`config.mk`:
```
export PLATFORM = sky130hd
export DESIGN_NAME = rlpm_cell
export DESIGN_NICKNAME = d
export VERILOG_FILES = /design/src/rtl/rlpm_pkg.sv /design/src/rtl/rlpm_cell.sv
export SDC_FILE = /design/constraint.sdc
export NUM_CORES = 1
export LEC_CHECK = 0
export ABC_AREA = 1
export BUFFER_PORTS_ARGS = -buffer_cell sky130_fd_sc_hd__buf_2
export CELL_PAD_IN_SITES_DETAIL_PLACEMENT = 1
export CELL_PAD_IN_SITES_GLOBAL_PLACEMENT = 1
export CORE_AREA = 2 2 405 407
export DETAILED_ROUTE_END_ITERATION = 8
export DIE_AREA = 0 0 407 409
export PLACE_DENSITY = 0.53
export SKIP_CTS_REPAIR_TIMING = 1
export SYNTH_ARGS = -nofsm -noshare
export SYNTH_HDL_FRONTEND = slang
export SYNTH_SLANG_ARGS = --single-unit
```
`constraint.sdc`:
```
create_clock -name i_clk -period 41.1 [get_ports i_clk]
set_input_delay 6.165 -clock i_clk [delete_from_list [all_inputs] [get_ports i_clk]]
set_output_delay 6.165 -clock i_clk [all_outputs]
set_load 0.02 [all_outputs]
```
`src/rtl/rlpm_pkg.sv`:
```
// Shared types, codes and helpers for the IPv6 route table.
// No dependencies; used by every RTL file of the block.
package rlpm_pkg;

    localparam int NUM_ENTRIES_DEF = 20;
    localparam int NUM_NETIFS_DEF  = 16;
    localparam int SLOT_W          = 6;
    localparam int SECS_W          = 21;

    localparam logic [31:0] LIFE_INFINITE = 32'hFFFF_FFFF;
    localparam logic [31:0] LIFE_LIMIT    = 32'hFFFF_FFFF / (32'd1000 * 32'd4);
    localparam logic [7:0]  LEN_MAX       = 8'd128;

    typedef enum logic [2:0] {
        OP_ADD    = 3'd0,
        OP_REMOVE = 3'd1,
        OP_ROUTE  = 3'd2,
        OP_GW     = 3'd3,
        OP_TICK   = 3'd4
    } t_op;

    typedef enum logic [2:0] {
        ST_OK        = 3'd0,
        ST_REJECT    = 3'd1,
        ST_FULL      = 3'd2,
        ST_BAD_INDEX = 3'd3,
        ST_NO_ROUTE  = 3'd4
    } t_status;

    typedef enum logic [2:0] {
        S_IDLE,
        S_START,
        S_SCAN,
        S_COMMIT,
        S_FIN
    } t_state;

    // Request as broadcast to every cell
    typedef struct packed {
        t_op                op;
        logic [3:0]         netif;
        logic               netif_ok;
        logic [127:0]       pfx;
        logic [7:0]         len;
        logic [127:0]       mask;    // mask of len bits
        logic [127:0]       wmask;   // mask of whole bytes of len
        logic [127:0]       gw;
        logic signed [7:0]  pref;
        logic               never;
        logic [SECS_W-1:0]  secs;
        logic [SLOT_W-1:0]  idx;
        logic [127:0]       dest;
    } t_req;

    // Running result handed from cell to cell
    typedef struct packed {
        logic               best_v;
        logic [7:0]         best_len;
        logic signed [7:0]  best_pref;
        logic [SLOT_W-1:0]  best_idx;
        logic [3:0]         best_netif;
        logic [127:0]       best_gw;
        logic               hit_v;
        logic [SLOT_W-1:0]  hit_idx;
        logic               free_v;
        logic [SLOT_W-1:0]  free_idx;
    } t_carry;

    // Write of an added or refreshed route
    typedef struct packed {
        logic               en;
        logic               fresh;
        logic [SLOT_W-1:0]  slot;
    } t_commit;

    // Mask covering the first len bits of a 128-bit address
    function automatic logic [127:0] mask_of(input logic [7:0] len);
        logic [127:0] m;
        for (int k = 0; k < 128; k++) begin
            m[127-k] = (8'(k) < len);
        end
        return m;
    endfunction

endpackage

```
`src/rtl/rlpm_cell.sv`:
```
// One route slot of the table and its step of the scan chain.
// Depends on rlpm_pkg.
module rlpm_cell #(
    parameter int CELL_IDX = 0
) (
    input  logic            i_clk,
    input  logic            i_rst_n,
    input  rlpm_pkg::t_req    i_req,
    input  rlpm_pkg::t_commit i_commit,
    input  logic            i_tok,
    input  rlpm_pkg::t_carry  i_carry,
    output logic            o_tok,
    output rlpm_pkg::t_carry  o_carry
);
    import rlpm_pkg::*;

    localparam logic [SLOT_W-1:0] MY_IDX = SLOT_W'(CELL_IDX);

    logic              r_valid;
    logic [3:0]        r_netif;
    logic [127:0]      r_pfx;
    logic [127:0]      r_mask;
    logic [7:0]        r_len;
    logic [127:0]      r_gw;
    logic signed [7:0] r_pref;
    logic [SECS_W-1:0] r_secs;
    logic              r_never;
    logic              r_tok;
    t_carry            r_carry;
    t_carry            n_carry;

    logic add_match;
    logic look_match;
    logic better;
    logic commit_me;

    assign commit_me = i_commit.en && (i_commit.slot == MY_IDX);

    // Compare against this slot
    always_comb begin
        add_match = r_valid && (r_netif == i_req.netif) && (r_len == i_req.len)
                    && (r_gw == i_req.gw) && (((r_pfx ^ i_req.pfx) & i_req.wmask) == '0);
        look_match = r_valid && (((r_pfx ^ i_req.dest) & r_mask) == '0)
                     && ((i_req.op == OP_ROUTE)
                         || (i_req.netif_ok && (r_netif == i_req.netif)));
        better = !i_carry.best_v || (r_len > i_carry.best_len)
                 || ((r_len == i_carry.best_len) && (r_pref > i_carry.best_pref));
    end

    // Fold this slot into the running result
    always_comb begin
        n_carry = i_carry;
        case (i_req.op)
            OP_ADD: begin
                if (!i_carry.hit_v && add_match) begin
                    n_carry.hit_v   = 1'b1;
                    n_carry.hit_idx = MY_IDX;
                end
                if (!i_carry.free_v && !r_valid) begin
                    n_carry.free_v   = 1'b1;
                    n_carry.free_idx = MY_IDX;
                end
            end
            OP_ROUTE, OP_GW: begin
                if (look_match && better) begin
                    n_carry.best_v     = 1'b1;
                    n_carry.best_len   = r_len;
                    n_carry.best_pref  = r_pref;
                    n_carry.best_idx   = MY_IDX;
                    n_carry.best_netif = r_netif;
                    n_carry.best_gw    = r_gw;
                end
            end
            default: begin
            end
        endcase
    end

    // Valid bit: set on commit, cleared by remove or expiry
    always_ff @(posedge i_clk) begin
        if (!i_rst_n) begin
            r_valid <= 1'b0;
            r_tok   <= 1'b0;
        end else begin
            r_tok <= i_tok;
            if (commit_me) begin
                r_valid <= 1'b1;
            end else if (i_tok && (i_req.op == OP_REMOVE) && (i_req.idx == MY_IDX)) begin
                r_valid <= 1'b0;
            end else if (i_tok && (i_req.op == OP_TICK) && r_valid && !r_never
                         && (r_secs <= SECS_W'(1))) begin
                r_valid <= 1'b0;
            end
        end
    end

    // Route fields and lifetime
    always_ff @(posedge i_clk) begin
        r_carry <= n_carry;
        if (commit_me) begin
            r_pref  <= i_req.pref;
            r_never <= i_req.never;
            r_secs  <= i_req.secs;
            if (i_commit.fresh) begin
                r_netif <= i_req.netif;
                r_pfx   <= i_req.pfx;
                r_mask  <= i_req.mask;
                r_len   <= i_req.len;
                r_gw    <= i_req.gw;
            end
        end else if (i_tok && (i_req.op == OP_TICK) && r_valid && !r_never
                     && (r_secs > SECS_W'(1))) begin
            r_secs <= r_secs - SECS_W'(1);
        end
    end

    assign o_tok   = r_tok;
    assign o_carry = r_carry;

endmodule

```
==> reports/results.txt <==
Number of unique standard cell types used by synthesis - 37
Multi-input logic area - 9320 sq um
Post-synthesis sequential area ratio - 59.0%
Half-perimeter wire length of the detailed placement result - 120 mm
Most instantiated flip-flop cell in the synthesis netlist - edfxtp_1
Total iterations of the first detailed-routing run - 5
RD Place Congestion - 0.883
Post-Route Skew - 55.0 ps
Status - finished, final reports clean
Clock H-tree levels - 3
Number of warnings reported in the yosys synthesis log - 0
Req. time, crit path - 41730 ps
Post-route clock period utilization - 25.1%
Antenna-violating nets left - 0
Remaining Overflow, GRT - 0
Maximum fanout encountered on the critical timing path - 70
Critical path's largest stage delay - 790 ps
Slew at the pin with the worst max-slew slack - 1160 ps
Total via count in the routed design - 25527
Min Clock Period, post-route - 10330 ps
Via count of the first global-routing pass - 26268
Buffer depth of the longest clock path - 3
Global-route wire length before repair - 196 mm
Count of standard-cell rows - 148
Max-capacitance violation count - 0
F_max - 96.8 MHz
Min-Delay Path Class - reg2reg
P&R area growth vs syn - 39.0%
Post-Syn Area per Cell - 8.74 sq um
Number of sinks handled by clock tree synthesis - 597
Drt via density - 3.93
Post-synthesis async set-or-reset flop share - 0%
Antenna violations before repair - 101
Pin count of the biggest net entering global routing - 148
Met3 Routed Length - 10.4 mm
Highest Signal Layer - met5
Sequential cell area - 16200 sq um
Detailed-route wire length - 145 mm
Max-Slew Margin vs Limit - 22.4%
Setup_tns - 0 ps
Met1 Routed Length - 62.7 mm
Starting DRT DRC Count - 1348
Type of the setup path with the least slack - in2reg
Clock root buffer - clkbuf_16
Post-synth EDFFs - 426
Worst skew pair latency - 690 ps
Ratio of cells with drive above 1 in the final layout - 30.1%
Area of the placeable core - 162000 sq um
Final slew viol count - 0
Synth Register Bits - 597
Count of input and output buffers - 1041
Num CTS Buffers - 80
Initial standard-cell utilization of the core - 17.0%
Total power density per cell area - 40.8 nW/um^2
Nature of the critical path startpoint - input pin
Data arrival time at the worst-slack endpoint - 10960 ps
Final setup viols - 0
Cell with the biggest individual delay on the critical path - buf_4
Length of routed met2 wiring - 68.2 mm
Die area - 166000 sq um
CTS tree - yes
Final-layout fill cell count - 19526
I/O pin total - 1042
Floorplan die height - 409 um
Maximum vdd ir drop - 0.0284 mV
Total routing usage reported by global routing - 16.9%
Syn nets - 4032
Clk slew on worst S/H paths - 60 ps
Instance count after placement with tap cells included - 6319
FF-to-FF setup slack - 35910 ps
Worst Setup End Kind - flop
WL/cell - 22.3 um
Static Leakage - 17.9 nW
# DRC - 0
Netlist Area Pre-Place - 27500 sq um
Net total in the final layout - 5116
Horiz. Die Dim - 407 um
Cell chain of the critical path - buf_2, inv_1, nand2_1, nand3_1, nand2_1, nor2_1, nand4_1, nor2_1, nand3_1, nor2_4, buf_4, buf_4, nand3_1, nand2_1
Post-synthesis instance total - 3142
Unrepaired setup endpoints after global routing - no
Non-Filler Instances - 6496
Hold Vio Cnt, Final - 0
==> Yosys cell counts (3+ instances only) <==
master,number,area share (%)
nand4_1,56,1.3
a21oi_1,26,0.47
a31oi_1,4,0.091
edfxtp_1,426,47
ha_1,18,0.82
or2_0,11,0.25
o21ai_1,3,0.055
nor3_1,10,0.18
o21ai_0,29,0.53
xor2_1,18,0.57
dfxtp_1,171,12
nor2_1,237,3.2
clkbuf_1,12,0.16
buf_2,16,0.29
buf_1,3,0.041
buf_4,14,0.38
nand2_1,1086,15
inv_1,432,5.9
or2_2,96,2.2
xnor2_1,50,1.6
nand3_1,373,6.8
o22ai_1,5,0.11
inv_2,7,0.096
buf_6,7,0.29
nor4_1,5,0.11
or2_1,14,0.32
==> path summary, 6_finish.rpt <==
check	startpoint	end	cells after the start
setup / recovery	i_req[121]	o_carry[43]$_DFF_P_	14
hold / removal	r_pref[7]$_DFFE_PP_	o_carry[159]$_DFF_P_	2
setup reg to reg	r_pfx[120]$_DFFE_PP_	o_carry[43]$_DFF_P_	13
hold reg to reg	r_pref[7]$_DFFE_PP_	o_carry[159]$_DFF_P_	2
==> cell usage in the layout (no fill, tap or decap), types with 7 or more instances in the layout <==
master / synthesis / layout
nand2_1: 1086 / 1086
buf_2: 16 / 1041
inv_1: 432 / 432
edfxtp_1: 426 / 426
nand3_1: 373 / 372
nor2_1: 237 / 236
dfxtp_1: 171 / 171
or2_2: 96 / 96
clkbuf_16: 0 / 82
nand4_1: 56 / 56
xnor2_1: 50 / 50
diode_2: 0 / 29
o21ai_0: 29 / 29
a21oi_1: 26 / 26
xor2_1: 18 / 18
ha_1: 18 / 18
or2_1: 14 / 14
or2_0: 11 / 11
clkbuf_1: 12 / 11
clkinv_2: 0 / 11
clkbuf_8: 0 / 11
buf_4: 14 / 11
nor3_1: 10 / 10
bufinv_16: 0 / 10
inv_2: 7 / 7
==> layer usage <==
layer / up-vias / GRT usage, %
li1: 12284 / -
met3: 251 / 4.91
met2: 792 / 28.0
met5: - / 0
met1: 12142 / 21.3
met4: 58 / 4.14
==> flip-flops by register name (all words and copies together) (netlist names) <==
register,count
r_secs,21
r_pfx,128
r_valid,1
r_never,1
o_carry,169
r_pref,8
o_tok,1
r_mask,128
r_gw,128
r_len,8
r_netif,4
==> worst max-delay path: cells and delay by family <==
family,cells,cell delay (ps)
AND/OR/NAND/NOR,10,2860
buffers and inverters,4,1640
==> report_power, final <==
part           leakage [nW]  switching (mW)  internal, mW  total (mW)
registers              5.27         0.00402         0.654       0.658
clock network          1.39           0.314         0.455       0.769
logic                  11.2          0.0771        0.0542       0.131
total                  17.9           0.395          1.16        1.56
==> cells by family after synthesis <==
| group | after synthesis | share of synthesized area (%) |
|---|---|---|
| DFF | 597 | 59.0 |
| muxes | 1 | 0.0364 |
| AOI/OAI and AO/OA | 75 | 1.50 |
| buffers and inverters | 492 | 7.18 |
| and+or+nand+nor | 1891 | 29.3 |
| adders and majority gates | 18 | 0.820 |
| xor gates and xnor gates | 68 | 2.17 |
==> area by class of cell <==
type / count / area share (%)
antenna: 29 / 0.190
inverter: 440 / 4.32
sequential: 597 / 42.5
tap: 2175 / 7.13
timing repair buffer: 1054 / 14.0
multi-input combinational: 2053 / 24.4
clock buffer: 104 / 5.88
clock inverter: 44 / 1.65
==> per-stage QoR <==
stage	cell area (sq um)	setup WS [ps]	hold WS (ps)	util, %	total power [mW]
floorplan	27500	16740	464	-	0.719
global placement	35200	30060	509	21.7	0.801
detailed placement	35200	30010	507	21.7	0.803
CTS	38100	30800	520	23.5	1.59
global route	38200	30480	545	23.6	1.62
finish	38200	30770	510	23.6	1.56
No activity file was read; power rests on OpenSTA's default activity.
